--- src/hw/rtl/yrc_pkg.sv ---
// ----------------------------------------------------------------------------
// yrc_pkg
// Shared constants, the front-to-back transaction type and the clip function
// of the YUV 4:2:0 to RGB converter.
// ----------------------------------------------------------------------------
`default_nettype none

package yrc_pkg;

	localparam int MAX_DIMENSION  = 4096;
	localparam int COEF_FRAC_BITS = 16;

	localparam int CFG_W  = 13;
	localparam int PIX_W  = 8;
	localparam int BLK_W  = 11;
	localparam int POS_W  = 12;
	localparam int CHR_W  = PIX_W + 1;

	localparam int PROD_W = COEF_FRAC_BITS + 10;
	localparam int SUM_W  = PROD_W + 1;
	localparam int QNT_W  = SUM_W - 1 - COEF_FRAC_BITS;

	localparam int QUEUE_DEPTH = 2;
	localparam int QPTR_W      = $clog2(QUEUE_DEPTH);
	localparam int QCNT_W      = $clog2(QUEUE_DEPTH + 1);

	localparam logic [CFG_W-1:0] WIDTH_RESET  = CFG_W'(352);
	localparam logic [CFG_W-1:0] HEIGHT_RESET = CFG_W'(288);
	localparam logic [CFG_W-1:0] DIM_LIMIT    = CFG_W'(MAX_DIMENSION);

	localparam logic [PIX_W-1:0] CHROMA_BIAS = PIX_W'(128);
	localparam logic [PIX_W-1:0] PIX_MAX     = PIX_W'(255);

	// Q coefficients, rounded to nearest
	localparam longint K_R_CR = ((longint'(1402) << COEF_FRAC_BITS) + 500) / 1000;
	localparam longint K_G_CB = ((longint'(344) << COEF_FRAC_BITS) + 500) / 1000;
	localparam longint K_G_CR = ((longint'(714) << COEF_FRAC_BITS) + 500) / 1000;
	localparam longint K_B_CB = ((longint'(1772) << COEF_FRAC_BITS) + 500) / 1000;

	typedef enum logic [0:0] {
		REG_FRAME_WIDTH  = 1'b0,
		REG_FRAME_HEIGHT = 1'b1
	} yrc_reg_t;

	typedef struct packed {
		logic [3:0][PIX_W-1:0] luma;
		logic [PROD_W-1:0]     d_red;
		logic [PROD_W-1:0]     g_cb;
		logic [PROD_W-1:0]     g_cr;
		logic [PROD_W-1:0]     d_blue;
		logic [BLK_W-1:0]      block_col;
		logic [POS_W-1:0]      row_top;
		logic                  outside;
	} yrc_entry_t;

	function automatic logic [PIX_W-1:0] clip_pixel(input logic signed [SUM_W-1:0] v);
		logic [QNT_W-1:0] q;
		q = v[SUM_W-2:COEF_FRAC_BITS];
		if (v[SUM_W-1])
			return '0;
		else if (q > QNT_W'(PIX_MAX))
			return PIX_MAX;
		else
			return q[PIX_W-1:0];
	endfunction

endpackage

`default_nettype wire

--- src/hw/rtl/yrc_front.sv ---
// ----------------------------------------------------------------------------
// yrc_front
// Frame registers, block classification and chroma products; one registered
// stage that hands each block to the queue.
// ----------------------------------------------------------------------------
`default_nettype none

module yrc_front (
	input  wire logic                       clk,
	input  wire logic                       arst_n,
	input  wire logic                       cfg_we,
	input  wire yrc_pkg::yrc_reg_t          cfg_index,
	input  wire logic [yrc_pkg::CFG_W-1:0]  cfg_wdata,
	input  wire logic                       in_valid,
	output logic                            in_ready,
	input  wire logic [yrc_pkg::PIX_W-1:0]  luma_top_left,
	input  wire logic [yrc_pkg::PIX_W-1:0]  luma_top_right,
	input  wire logic [yrc_pkg::PIX_W-1:0]  luma_bottom_left,
	input  wire logic [yrc_pkg::PIX_W-1:0]  luma_bottom_right,
	input  wire logic [yrc_pkg::PIX_W-1:0]  chroma_blue,
	input  wire logic [yrc_pkg::PIX_W-1:0]  chroma_red,
	input  wire logic [yrc_pkg::BLK_W-1:0]  block_row,
	input  wire logic [yrc_pkg::BLK_W-1:0]  block_col,
	output logic                            push_valid,
	input  wire logic                       push_ready,
	output yrc_pkg::yrc_entry_t             push_data
);
	import yrc_pkg::*;

	logic [CFG_W-1:0]         frame_width_q;
	logic [CFG_W-1:0]         frame_height_q;
	logic [CFG_W-1:0]         w_lim;
	logic [CFG_W-1:0]         h_lim;
	logic [CFG_W-1:0]         col_edge;
	logic [CFG_W-1:0]         row_edge;
	logic signed [CHR_W-1:0]  cb;
	logic signed [CHR_W-1:0]  cr;
	logic signed [PROD_W-1:0] cb_x;
	logic signed [PROD_W-1:0] cr_x;
	logic signed [PROD_W-1:0] p_red;
	logic signed [PROD_W-1:0] p_gcb;
	logic signed [PROD_W-1:0] p_gcr;
	logic signed [PROD_W-1:0] p_blue;
	logic                     outside;
	logic                     valid_s1;
	yrc_entry_t               entry_s1;
	yrc_entry_t               entry_d;

	always_ff @(posedge clk or negedge arst_n) begin
		if (!arst_n) begin
			frame_width_q  <= WIDTH_RESET;
			frame_height_q <= HEIGHT_RESET;
		end else if (cfg_we) begin
			unique case (cfg_index)
				REG_FRAME_WIDTH:  frame_width_q  <= cfg_wdata;
				REG_FRAME_HEIGHT: frame_height_q <= cfg_wdata;
				default: ;
			endcase
		end
	end

	assign w_lim = (frame_width_q > DIM_LIMIT) ? DIM_LIMIT : frame_width_q;
	assign h_lim = (frame_height_q > DIM_LIMIT) ? DIM_LIMIT : frame_height_q;

	// last pixel column / row of the block
	assign col_edge = {1'b0, block_col, 1'b1};
	assign row_edge = {1'b0, block_row, 1'b1};
	assign outside  = (col_edge >= w_lim) || (row_edge >= h_lim);

	assign cb   = $signed({1'b0, chroma_blue}) - $signed({1'b0, CHROMA_BIAS});
	assign cr   = $signed({1'b0, chroma_red}) - $signed({1'b0, CHROMA_BIAS});
	assign cb_x = PROD_W'(cb);
	assign cr_x = PROD_W'(cr);

	assign p_red  = cr_x * $signed(PROD_W'(K_R_CR));
	assign p_gcb  = cb_x * $signed(PROD_W'(K_G_CB));
	assign p_gcr  = cr_x * $signed(PROD_W'(K_G_CR));
	assign p_blue = cb_x * $signed(PROD_W'(K_B_CB));

	always_comb begin
		entry_d.luma[0]   = luma_top_left;
		entry_d.luma[1]   = luma_top_right;
		entry_d.luma[2]   = luma_bottom_left;
		entry_d.luma[3]   = luma_bottom_right;
		entry_d.d_red     = p_red;
		entry_d.g_cb      = p_gcb;
		entry_d.g_cr      = p_gcr;
		entry_d.d_blue    = p_blue;
		entry_d.block_col = block_col;
		entry_d.row_top   = outside ? '0 : POS_W'(h_lim - row_edge);
		entry_d.outside   = outside;
	end

	assign in_ready   = !valid_s1 || push_ready;
	assign push_valid = valid_s1;
	assign push_data  = entry_s1;

	always_ff @(posedge clk or negedge arst_n) begin
		if (!arst_n) begin
			valid_s1 <= 1'b0;
		end else if (in_ready) begin
			valid_s1 <= in_valid;
		end
	end

	always_ff @(posedge clk) begin
		if (in_valid && in_ready) begin
			entry_s1 <= entry_d;
		end
	end

endmodule

`default_nettype wire

--- src/hw/rtl/yrc_queue.sv ---
// ----------------------------------------------------------------------------
// yrc_queue
// Short queue of block transactions between front and back.
// ----------------------------------------------------------------------------
`default_nettype none

module yrc_queue (
	input  wire logic           clk,
	input  wire logic           arst_n,
	input  wire logic           push_valid,
	output logic                push_ready,
	input  wire yrc_pkg::yrc_entry_t push_data,
	output logic                pop_valid,
	input  wire logic           pop_ready,
	output yrc_pkg::yrc_entry_t pop_data
);
	import yrc_pkg::*;

	yrc_entry_t        mem_q [QUEUE_DEPTH];
	logic [QPTR_W-1:0] wr_ptr_q;
	logic [QPTR_W-1:0] rd_ptr_q;
	logic [QCNT_W-1:0] count_q;
	logic              push;
	logic              pop;

	assign push_ready = (count_q != QCNT_W'(QUEUE_DEPTH));
	assign pop_valid  = (count_q != '0);
	assign push       = push_valid && push_ready;
	assign pop        = pop_valid && pop_ready;
	assign pop_data   = mem_q[rd_ptr_q];

	always_ff @(posedge clk or negedge arst_n) begin
		if (!arst_n) begin
			wr_ptr_q <= '0;
			rd_ptr_q <= '0;
			count_q  <= '0;
		end else begin
			if (push) begin
				wr_ptr_q <= (wr_ptr_q == QPTR_W'(QUEUE_DEPTH - 1)) ? '0 : wr_ptr_q + 1'b1;
			end
			if (pop) begin
				rd_ptr_q <= (rd_ptr_q == QPTR_W'(QUEUE_DEPTH - 1)) ? '0 : rd_ptr_q + 1'b1;
			end
			if (push && !pop) begin
				count_q <= count_q + 1'b1;
			end else if (pop && !push) begin
				count_q <= count_q - 1'b1;
			end
		end
	end

	always_ff @(posedge clk) begin
		if (push) begin
			mem_q[wr_ptr_q] <= push_data;
		end
	end

endmodule

`default_nettype wire

--- src/hw/rtl/yrc_back.sv ---
// ----------------------------------------------------------------------------
// yrc_back
// Walks the four pixels of a block, one per cycle while out_ready does not stall
// the output register: luma plus chroma terms, floor and clip, row flip, into the output register.
// ----------------------------------------------------------------------------
`default_nettype none

module yrc_back (
	input  wire logic                      clk,
	input  wire logic                      arst_n,
	input  wire logic                      pop_valid,
	output logic                           pop_ready,
	input  wire yrc_pkg::yrc_entry_t       pop_data,
	output logic                           out_valid,
	input  wire logic                      out_ready,
	output logic [yrc_pkg::POS_W-1:0]      pixel_row,
	output logic [yrc_pkg::POS_W-1:0]      pixel_col,
	output logic [yrc_pkg::PIX_W-1:0]      red,
	output logic [yrc_pkg::PIX_W-1:0]      green,
	output logic [yrc_pkg::PIX_W-1:0]      blue,
	output logic                           out_of_frame,
	output logic                           last_of_block
);
	import yrc_pkg::*;

	yrc_entry_t              cur_q;
	logic                    cur_valid_q;
	logic [1:0]              idx_q;
	logic                    out_valid_q;
	logic                    advance;
	logic                    last;
	logic [PIX_W-1:0]        y;
	logic signed [SUM_W-1:0] y_x;
	logic signed [SUM_W-1:0] sum_r;
	logic signed [SUM_W-1:0] sum_g;
	logic signed [SUM_W-1:0] sum_b;
	logic [POS_W-1:0]        row_d;

	assign advance   = cur_valid_q && (!out_valid_q || out_ready);
	assign last      = (idx_q == 2'b11);
	assign pop_ready = !cur_valid_q || (advance && last);
	assign out_valid = out_valid_q;

	assign y     = cur_q.luma[idx_q];
	assign y_x   = $signed(SUM_W'({y, {COEF_FRAC_BITS{1'b0}}}));
	assign sum_r = y_x + SUM_W'($signed(cur_q.d_red));
	assign sum_g = y_x - SUM_W'($signed(cur_q.g_cb)) - SUM_W'($signed(cur_q.g_cr));
	assign sum_b = y_x + SUM_W'($signed(cur_q.d_blue));
	assign row_d = cur_q.outside ? '0 : cur_q.row_top - POS_W'(idx_q[1]);

	always_ff @(posedge clk or negedge arst_n) begin
		if (!arst_n) begin
			cur_valid_q <= 1'b0;
			idx_q       <= '0;
			out_valid_q <= 1'b0;
		end else begin
			if (pop_valid && pop_ready) begin
				cur_valid_q <= 1'b1;
				idx_q       <= '0;
			end else if (advance) begin
				idx_q <= idx_q + 1'b1;
				if (last)
					cur_valid_q <= 1'b0;
			end
			if (advance)
				out_valid_q <= 1'b1;
			else if (out_ready)
				out_valid_q <= 1'b0;
		end
	end

	always_ff @(posedge clk) begin
		if (pop_valid && pop_ready) begin
			cur_q <= pop_data;
		end
		if (advance) begin
			pixel_row     <= row_d;
			pixel_col     <= {cur_q.block_col, idx_q[0]};
			red           <= cur_q.outside ? '0 : clip_pixel(sum_r);
			green         <= cur_q.outside ? '0 : clip_pixel(sum_g);
			blue          <= cur_q.outside ? '0 : clip_pixel(sum_b);
			out_of_frame  <= cur_q.outside;
			last_of_block <= last;
		end
	end

endmodule

`default_nettype wire

--- src/hw/rtl/yuv420_to_rgb_converter.sv ---
// ----------------------------------------------------------------------------
// yuv420_to_rgb_converter
// Converts 2x2 blocks of planar YUV 4:2:0 into four BT.601 full-range RGB
// pixels with bottom-up row numbering.
// ----------------------------------------------------------------------------
// Each accepted block yields four pixel transactions (top-left, top-right,
// bottom-left, bottom-right), one per cycle from the pixel sequencer while
// the output is not stalled; a block passes the product stage, the queue,
// the sequencer's block register and the output register. A two-entry queue
// and the output register let input and output stall independently. The user
// writes frame size registers only while no block is in flight; the block
// does not enforce this. Sizes above 4096 are treated as 4096. Blocks
// outside the frame give zero color, row 0 and out_of_frame set.
`default_nettype none

module yuv420_to_rgb_converter (
	input  wire logic                      clk,
	input  wire logic                      arst_n,
	input  wire logic                      cfg_we,
	input  wire yrc_pkg::yrc_reg_t         cfg_index,
	input  wire logic [yrc_pkg::CFG_W-1:0] cfg_wdata,
	input  wire logic                      in_valid,
	output logic                           in_ready,
	input  wire logic [yrc_pkg::PIX_W-1:0] luma_top_left,
	input  wire logic [yrc_pkg::PIX_W-1:0] luma_top_right,
	input  wire logic [yrc_pkg::PIX_W-1:0] luma_bottom_left,
	input  wire logic [yrc_pkg::PIX_W-1:0] luma_bottom_right,
	input  wire logic [yrc_pkg::PIX_W-1:0] chroma_blue,
	input  wire logic [yrc_pkg::PIX_W-1:0] chroma_red,
	input  wire logic [yrc_pkg::BLK_W-1:0] block_row,
	input  wire logic [yrc_pkg::BLK_W-1:0] block_col,
	output logic                           out_valid,
	input  wire logic                      out_ready,
	output logic [yrc_pkg::POS_W-1:0]      pixel_row,
	output logic [yrc_pkg::POS_W-1:0]      pixel_col,
	output logic [yrc_pkg::PIX_W-1:0]      red,
	output logic [yrc_pkg::PIX_W-1:0]      green,
	output logic [yrc_pkg::PIX_W-1:0]      blue,
	output logic                           out_of_frame,
	output logic                           last_of_block
);
	import yrc_pkg::*;

	logic       push_valid;
	logic       push_ready;
	yrc_entry_t push_data;
	logic       pop_valid;
	logic       pop_ready;
	yrc_entry_t pop_data;

	yrc_front u_front (
		.clk               (clk),
		.arst_n            (arst_n),
		.cfg_we            (cfg_we),
		.cfg_index         (cfg_index),
		.cfg_wdata         (cfg_wdata),
		.in_valid          (in_valid),
		.in_ready          (in_ready),
		.luma_top_left     (luma_top_left),
		.luma_top_right    (luma_top_right),
		.luma_bottom_left  (luma_bottom_left),
		.luma_bottom_right (luma_bottom_right),
		.chroma_blue       (chroma_blue),
		.chroma_red        (chroma_red),
		.block_row         (block_row),
		.block_col         (block_col),
		.push_valid        (push_valid),
		.push_ready        (push_ready),
		.push_data         (push_data)
	);

	yrc_queue u_queue (
		.clk        (clk),
		.arst_n     (arst_n),
		.push_valid (push_valid),
		.push_ready (push_ready),
		.push_data  (push_data),
		.pop_valid  (pop_valid),
		.pop_ready  (pop_ready),
		.pop_data   (pop_data)
	);

	yrc_back u_back (
		.clk           (clk),
		.arst_n        (arst_n),
		.pop_valid     (pop_valid),
		.pop_ready     (pop_ready),
		.pop_data      (pop_data),
		.out_valid     (out_valid),
		.out_ready     (out_ready),
		.pixel_row     (pixel_row),
		.pixel_col     (pixel_col),
		.red           (red),
		.green         (green),
		.blue          (blue),
		.out_of_frame  (out_of_frame),
		.last_of_block (last_of_block)
	);

`ifndef SYNTHESIS
	a_oof_black: assert property (@(posedge clk) disable iff (!arst_n)
		out_valid && out_of_frame |-> red == '0 && green == '0 && blue == '0 && pixel_row == '0)
		else $error("out-of-frame pixel carries color or row");

	a_last_corner: assert property (@(posedge clk) disable iff (!arst_n)
		out_valid && last_of_block |-> pixel_col[0])
		else $error("last pixel of block not in odd column");

	a_next_after_last: assert property (@(posedge clk) disable iff (!arst_n)
		out_valid && out_ready && !last_of_block ##1 out_valid |->
		pixel_col[0] != $past(pixel_col[0]) && out_of_frame == $past(out_of_frame))
		else $error("pixel order within block broken");
`endif

endmodule

`default_nettype wire

--- config.mk ---
export PLATFORM = sky130hd
export DESIGN_NAME = yuv420_to_rgb_converter
export DESIGN_NICKNAME = d
export VERILOG_FILES = /design/src/hw/rtl/yrc_pkg.sv /design/src/hw/rtl/yrc_front.sv /design/src/hw/rtl/yrc_queue.sv /design/src/hw/rtl/yrc_back.sv /design/src/hw/rtl/yuv420_to_rgb_converter.sv
export SDC_FILE = /design/constraint.sdc
export NUM_CORES = 1
export LEC_CHECK = 0
export ABC_AREA = 1
export BUFFER_PORTS_ARGS = -buffer_cell sky130_fd_sc_hd__buf_2
export CELL_PAD_IN_SITES_DETAIL_PLACEMENT = 0
export CELL_PAD_IN_SITES_GLOBAL_PLACEMENT = 2
export CORE_AREA = 2 2 270 272
export CTS_BUF_LIST = sky130_fd_sc_hd__clkbuf_8
export CTS_CLUSTER_DIAMETER = 40
export DETAILED_ROUTE_END_ITERATION = 16
export DIE_AREA = 0 0 272 274
export PLACE_DENSITY = 0.94
export SLEW_MARGIN = 20
export SYNTH_ARGS = -nofsm -noshare
export SYNTH_HDL_FRONTEND = slang
export SYNTH_SLANG_ARGS = --single-unit
--- constraint.sdc ---
create_clock -name clk -period 14.93 [get_ports clk]
set_clock_uncertainty 0.15 [all_clocks]
set_input_delay 2.2395 -clock clk [delete_from_list [all_inputs] [get_ports clk]]
set_output_delay 2.2395 -clock clk [all_outputs]
set_load 0.02 [all_outputs]
==> results of run 1 <==
-- where the power goes --
part	internal (mW)	leakage, nW	switching, mW
combinational	1.24	9.92	2.49
clock	0.737	1.07	0.646
sequential	2.63	5.54	0.250
total	4.60	16.5	3.39
-- registers in the layout (all words and copies together) (netlist names) --
name and count:
u_front.frame_width_q 13, u_back.cur_q 123, u_queue.count_q 2, u_back.pixel_col 12, u_front.push_valid 1, u_back.pixel_row 12, u_back.cur_valid_q 1, u_back.out_valid 1
u_queue.rd_ptr_q 1, u_back.blue 8, u_back.idx_q 2, u_queue.mem_q 246, u_queue.wr_ptr_q 1, u_front.push_data 123, u_front.frame_height_q 13, u_back.last_of_block 1
u_back.red 8, u_back.green 8, u_back.out_of_frame 1
-- cell families (layout without fill, tap and decap cells) --
kind of cell             Yosys count  after routing  synth area share (%)
flip-flops                       577            577                  53.6
other                              0              3                     0
XOR/XNOR                          80             80                  2.24
AND/OR/NAND/NOR                 1121           1121                  14.2
AO/OA/AOI/OAI                    264            264                  4.61
buffers and inverters            477            770                  5.61
adder cells (fa/ha/maj)          438            438                  19.7
-- metal layers --
metal	vias up	track usage (%)
li1	10268	-
met3	98	2.89
met1	9794	27.1
met2	387	29.9
met4	0	5.52
met5	-	0
-- per-stage QoR --
step                setup slack (ps)  instance area (µm²)  hold slack [ps]  cells
finish                          8620                35800              268   4212
global route                    8330                35800              273   4211
CTS                             8660                35800              269   4209
detailed placement              7920                33900              255   4031
global placement                7920                33900              252   4031
floorplan                       4480                32000              250   2957
-- how the worst max path moves through the flow --
stage / from / to / slack [ps] / cells after the start
global route: chroma_red[7] / u_front.push_data[122]$_DFFE_PP_ / 8330 / 18
floorplan: out_ready / u_queue.count_q[1]$_DFFE_PN0P_ / 4480 / 9
CTS: chroma_red[7] / u_front.push_data[71]$_DFFE_PP_ / 8660 / 17
finish: chroma_red[7] / u_front.push_data[122]$_DFFE_PP_ / 8620 / 18
detailed placement: chroma_red[7] / u_front.push_data[122]$_DFFE_PP_ / 7920 / 18
global placement: chroma_red[7] / u_front.push_data[122]$_DFFE_PP_ / 7920 / 18
-- cell usage in the layout, fill, tap and decap left out, drive strengths merged, types with 3 or more instances in the layout --
master    count
clkbuf       99
o21ai        91
clkinvlp      6
dfstp         5
o21bai       14
nor3         18
inv         474
a21o         13
nand4        22
nand3        93
nand2       797
a21oi       116
or2           5
bufinv        6
diode         3
buf         151
nor2        169
xnor2        29
xor2         51
dfrtp        30
fa          109
nor4          9
nand3b        6
o22ai         7
ha          329
a31oi         6
edfxtp      542
a211oi        5
clkinv       34
-- layout make-up --
| cell class | instances | area, µm² |
|---|---|---|
| Fill cell | 6394 | 36100 |
| Timing Repair Buffer | 151 | 783 |
| Sequential cell | 577 | 17200 |
| Tap cell | 959 | 1200 |
| Multi-Input combinational cell | 1903 | 13100 |
| Clock inverter | 79 | 583 |
| Clock buffer | 99 | 1360 |
| Inverter | 441 | 1660 |
| Antenna cell | 3 | 7.51 |
-- Yosys cell counts, types with 6 or more instances --
master	n	area share, %
xor2_1	51	1.4
nor2_1	165	1.9
clkbuf_1	28	0.33
nand2_2	6	0.12
nor4_1	7	0.14
nand4_1	22	0.43
xnor2_1	27	0.74
nand2_1	790	9.3
o22ai_1	7	0.14
o21ai_0	86	1.3
a21oi_1	112	1.8
buf_1	6	0.070
dfrtp_1	30	2.3
a21o_1	13	0.31
nand3b_1	6	0.14
a31oi_1	6	0.12
inv_1	436	5.1
fa_1	109	6.8
nand3_1	90	1.4
nor3_1	16	0.25
ha_1	329	13
o21bai_1	14	0.33
edfxtp_1	542	51
-- critical path, cell delays in order --
cell      delay [ps]
buf_2            210
inv_1            610
ha_1             390
inv_1            200
ha_1             180
inv_1             50
fa_1             500
inv_1             60
fa_1             480
ha_1             310
ha_1             340
nand2_1          100
inv_1             60
nand3_1           60
nor3_1           350
a21oi_1          170
o21bai_1         200
xor2_1            90
==> summary.txt, run 1 <==
Outcome
  • Status: completed

Worst setup path
  • Crit path max fanout: 14
  • R2R depth: 15
  • FF-to-FF Start: u_back.idx_q[0]$_DFFE_PN0P_
  • Worst Setup End Kind: register
  • CP Data Arrival Time: 6590 ps
  • Reg2reg setup slack: 10470 ps
  • Critical path class: in -> reg
  • Reg-to-reg endpoint: u_back.green[0]$_SDFFCE_PP0P_
  • Data required, critical path: 15220 ps
  • CP startpoint kind: primary input

Placement
  • RePlAce Congestion: 0.889
  • I/O Buffers: 140
  • HPWL after detailed placement: 52.0 mm

Global routing
  • First-pass GRT wire length: 111 mm
  • Largest net degree at the start of global routing: 69
  • Global route overflow: 0
  • Vias in the first global route: 20.7k
  • Total GRT Usage: 18.9%
  • Initial antenna violation count: 3

Logic synthesis
  • Synth Net Count: 3484
  • EDFF count, synth: 542
  • Seq cells post-synth: 577
  • Register area share after synthesis: 53.6%
  • Ys flop type: edfxtp_1
  • Post-Syn Area: 32000 µm²
  • Ys async rst share: 6.07%
  • Synthesized area per cell: 10.8 µm²
  • Synthesized instance count: 2957
  • Synth cell types: 49
  • Synth Warn #: 0

Timing
  • Hold Violations, Final: 0
  • Min cycle time layout: 6310 ps
  • Final setup fails: 0
  • Unrepaired setup endpoints after global routing: false
  • Setup_tns: 0 ps
  • Fin crit share: 42.2%
  • Slew headroom: 32.5%
  • Slew @ Worst Pin: 1010 ps
  • Fmax: 159 MHz
  • Max-slew violations: 0

CTS
  • # resized after CTS: 0
  • CTS tree: yes
  • Clock Tree Buf Depth: 3
  • Root buffer cell: clkbuf_8
  • Cts hold-fix bufs: 0
  • Clock-pin slew on the worst setup and hold paths: 60 ps
  • Postcts setup bufs: 0
  • CTS buffer count: 98
  • Clk sinks: 577
  • CTS H-tree lvls: 3
  • Worst-Skew Late Latency: 680 ps

Route
  • WL/cell: 16.5 µm
  • Vias: 20.5k
  • WL met1: 33.3 mm
  • # DRC: 0
  • DRT Pass-1 Iters: 7
  • Top layer reached by signal wires: met4
  • Met2 wire len: 31.9 mm
  • Final antenna-violating net count: 0
  • Starting DRT DRC Count: 1392
  • Routed vias/inst: 4.88
  • Met3 WL post-DR: 2.83 mm
  • Final wirelength: 69.6 mm

Hold path
  • WHS Endpoint: u_back.pixel_col[4]$_DFFE_PP_
  • Hold path depth: 0
  • Hold WC Path Type: reg -> reg
  • Hold_sp: u_back.cur_q[16]$_DFFE_PP_

Floorplan
  • Row count: 99
  • Die X: 272 µm
  • I/O pin cnt: 141
  • Starting density of the core: 44.4%
  • Die height: 274 µm
  • Die area: 74500 µm²
  • Core box area: 72000 µm²

Cells and area
  • Layout Nets: 3699
  • Synth-to-Final Area Change: 12.0%
  • Share of cells above drive strength 1: 10.0%
  • Final Util: 49.8%

Power
  • Power density cells: 223 nW/µm²
  • Max VDD drop: 0.124 mV
  • Post-layout power: 7.99 mW
  • Static leakage: 16.5 nW

Run
  • Number of max-cap violations: 0
Power figures use the tool's default switching activity.
==> inputs of run 2 (changes only) <==
Settings changed: CORE_AREA 2 2 270 272 to 2 2 276 278, DIE_AREA 0 0 272 274 to 0 0 278 280, PLACE_DENSITY 0.94 to 0.91.
Clock period 14.93 ns to 6.35 ns, I/O delays scaled along.
==> summary.txt, run 2 (synthesis results as in run 1) <==
CTS
  • CTS H-tree lvls: 3
  • CTS buffer count: 100
  • Clock Tree Buf Depth: 3
  • Postcts setup bufs: 0
  • Clk sinks: 577
  • Clock-pin slew on the worst setup and hold paths: 60 ps
  • Root buffer cell: clkbuf_8
  • # resized after CTS: 0
  • CTS tree: yes
  • Worst-Skew Late Latency: 700 ps
  • Cts hold-fix bufs: 0

Power
  • Power density cells: 525 nW/µm²
  • Post-layout power: 18.8 mW
  • Sw Share: 42.2%
  • Sequential power share: 36.0%
  • Reported net switching power: 7.96 mW
  • Internal: 10.9 mW
  • Combinational share of power: 46.4%
  • Max VDD drop: 0.312 mV
  • Clock group share of total power: 17.6%
  • Static leakage: 16.6 nW

Global routing
  • First-pass GRT wire length: 112 mm
  • Initial antenna violation count: 2
  • Largest net degree at the start of global routing: 127
  • Vias in the first global route: 20.9k
  • Global route overflow: 0
  • Total GRT Usage: 18.3%

Timing
  • Max-slew violations: 0
  • Min cycle time layout: 4860 ps
  • Final setup fails: 0
  • Unrepaired setup endpoints after global routing: false
  • Fin crit share: 76.5%
  • Hold_ws: 241 ps
  • Fmax: 206 MHz
  • Setup_tns: 0 ps
  • Setup slack after layout: 1490 ps
  • Slew @ Worst Pin: 1030 ps
  • Hold Violations, Final: 0
  • Slew headroom: 31.2%

Run
  • Number of max-cap violations: 0

Worst setup path
  • Crit path max fanout: 17
  • FF-to-FF Start: u_back.idx_q[0]$_DFFE_PN0P_
  • CP bufs+invs: 6
  • Critical path's largest stage delay: 530 ps
  • CP Data Arrival Time: 5130 ps
  • R2R depth: 17
  • Critical path class: in -> reg
  • Most frequent CP cell: nand2_1
  • Reg-to-reg endpoint: u_back.green[2]$_SDFFCE_PP0P_
  • CP startpoint kind: primary input
  • Crit-path leading delay family: adder cells
  • Reg2reg setup slack: 1930 ps
  • Critical path, cell by cell: buf_2, inv_1, ha_1, inv_1, ha_1, inv_1, fa_1, inv_1, fa_1, ha_1, ha_1, nand2_1, inv_1, a21oi_1, o21ai_0, nand2_1, nand2_1, nand2_1, nand2_1, nand2_1, nand2_1, nand2_1, nand2_1
  • Crit path max-delay cell type: fa_1
  • Data required, critical path: 6620 ps
  • Worst Setup End Kind: register

Floorplan
  • Die X: 278 µm
  • Row count: 101
  • I/O pin cnt: 141
  • Die area: 77800 µm²
  • Die height: 280 µm
  • Starting density of the core: 42.5%
  • Core box area: 75200 µm²

Placement
  • RePlAce Congestion: 0.893
  • Placed inst area: 33900 µm²
  • I/O Buffers: 140
  • Pre-CTS setup slack: 814 ps
  • Cell total after placement: 4049
  • HPWL after detailed placement: 52.8 mm

Route
  • Vias: 20.5k
  • DRT Pass-1 Iters: 5
  • Starting DRT DRC Count: 1141
  • Final wirelength: 70.2 mm
  • Final antenna-violating net count: 0
  • # DRC: 0
  • Routed vias/inst: 4.85
  • WL/cell: 16.6 µm

Cells and area
  • Reg area: 17200 µm²
  • Share of cells above drive strength 1: 10.2%
  • Final Util: 47.8%
  • Post-route cell area: 35900 µm²
  • Commonest non-fill, non-tap cell in the layout: nand2_1
  • Multi-input combinational cell area: 13100 µm²
  • Most frequent cells in the layout: nand2_1 (790), edfxtp_1 (542), inv_1 (463)
  • Layout Nets: 3700
  • Largest register FFs: 246
  • Post-Layout Cell Count: 4223
  • Fill cell count: 6871
  • Biggest register: u_queue.mem_q
  • Synth-to-Final Area Change: 12.3%

Hold path
  • Hold WC Path Type: in -> async

Outcome
  • Status: completed
-- run 2: changes by cell type in the layout (fill, tap and decap cells not counted), sizes merged --
| cell | previous run | this run |
|---|---|---|
| clkinv | 34 | 24 |
| clkbuf | 99 | 101 |
| clkinvlp | 6 | 8 |
| diode | 3 | 1 |
| buf | 151 | 150 |
| bufinv | 6 | 7 |
-- run 2: power groups by stage --
stage | clock (mW) | sequential, mW | combinational (mW)
3_3_place_gp | 0 | 6.82 | 8.75
5_1_grt | 3.58 | 6.91 | 10.0
4_1_cts | 3.41 | 6.80 | 8.85
2_1_floorplan | 0 | 6.83 | 6.21
3_5_place_dp | 0 | 6.87 | 8.79
6_report | 3.32 | 6.79 | 8.75
-- run 2: metal layers --
| layer | part of all wire (%) | global-route usage, % |
|---|---|---|
| met1 | 47 | 25.4 |
| met4 | 2.4 | 5.46 |
| met5 | 0 | 0 |
| met3 | 3.8 | 2.65 |
| met2 | 47 | 29.8 |
-- run 2: worst max path at each step --
stage                                       to            from  slack [ps]  cells after the start
6_report       u_front.push_data[44]$_DFFE_PP_  chroma_blue[7]        1490                     23
5_1_grt        u_front.push_data[48]$_DFFE_PP_  chroma_blue[7]        1180                     23
4_1_cts        u_front.push_data[44]$_DFFE_PP_  chroma_blue[7]        1550                     23
3_5_place_dp   u_front.push_data[44]$_DFFE_PP_  chroma_blue[7]         810                     23
3_3_place_gp   u_front.push_data[44]$_DFFE_PP_  chroma_blue[7]         860                     23
2_1_floorplan   u_queue.count_q[1]$_DFFE_PN0P_       out_ready         260                      9
-- run 2: area by class of cell --
class / instances / share of cell area (%)
sequential: 577 / 47.8
multi-input combinational: 1903 / 36.4
inverter: 441 / 4.62
clock buffer: 101 / 3.87
tap: 978 / 3.41
timing repair buffer: 150 / 2.26
clock inverter: 72 / 1.67
antenna: 1 / 0.00697
-- run 2: worst register-to-register path: stages, from the launching register on --
cell and delay, ps:
dfrtp_1 600, inv_1 520, nand2_1 110, a32oi_1 620, inv_1 120, fa_1 510
inv_1 50, ha_1 360, nand2_1 140, inv_1 50, a21oi_1 220, nand2_1 130
nand2_1 110, nand4_1 160, nand2_4 140, nand3_1 80, nand2_1 70, inv_1 40
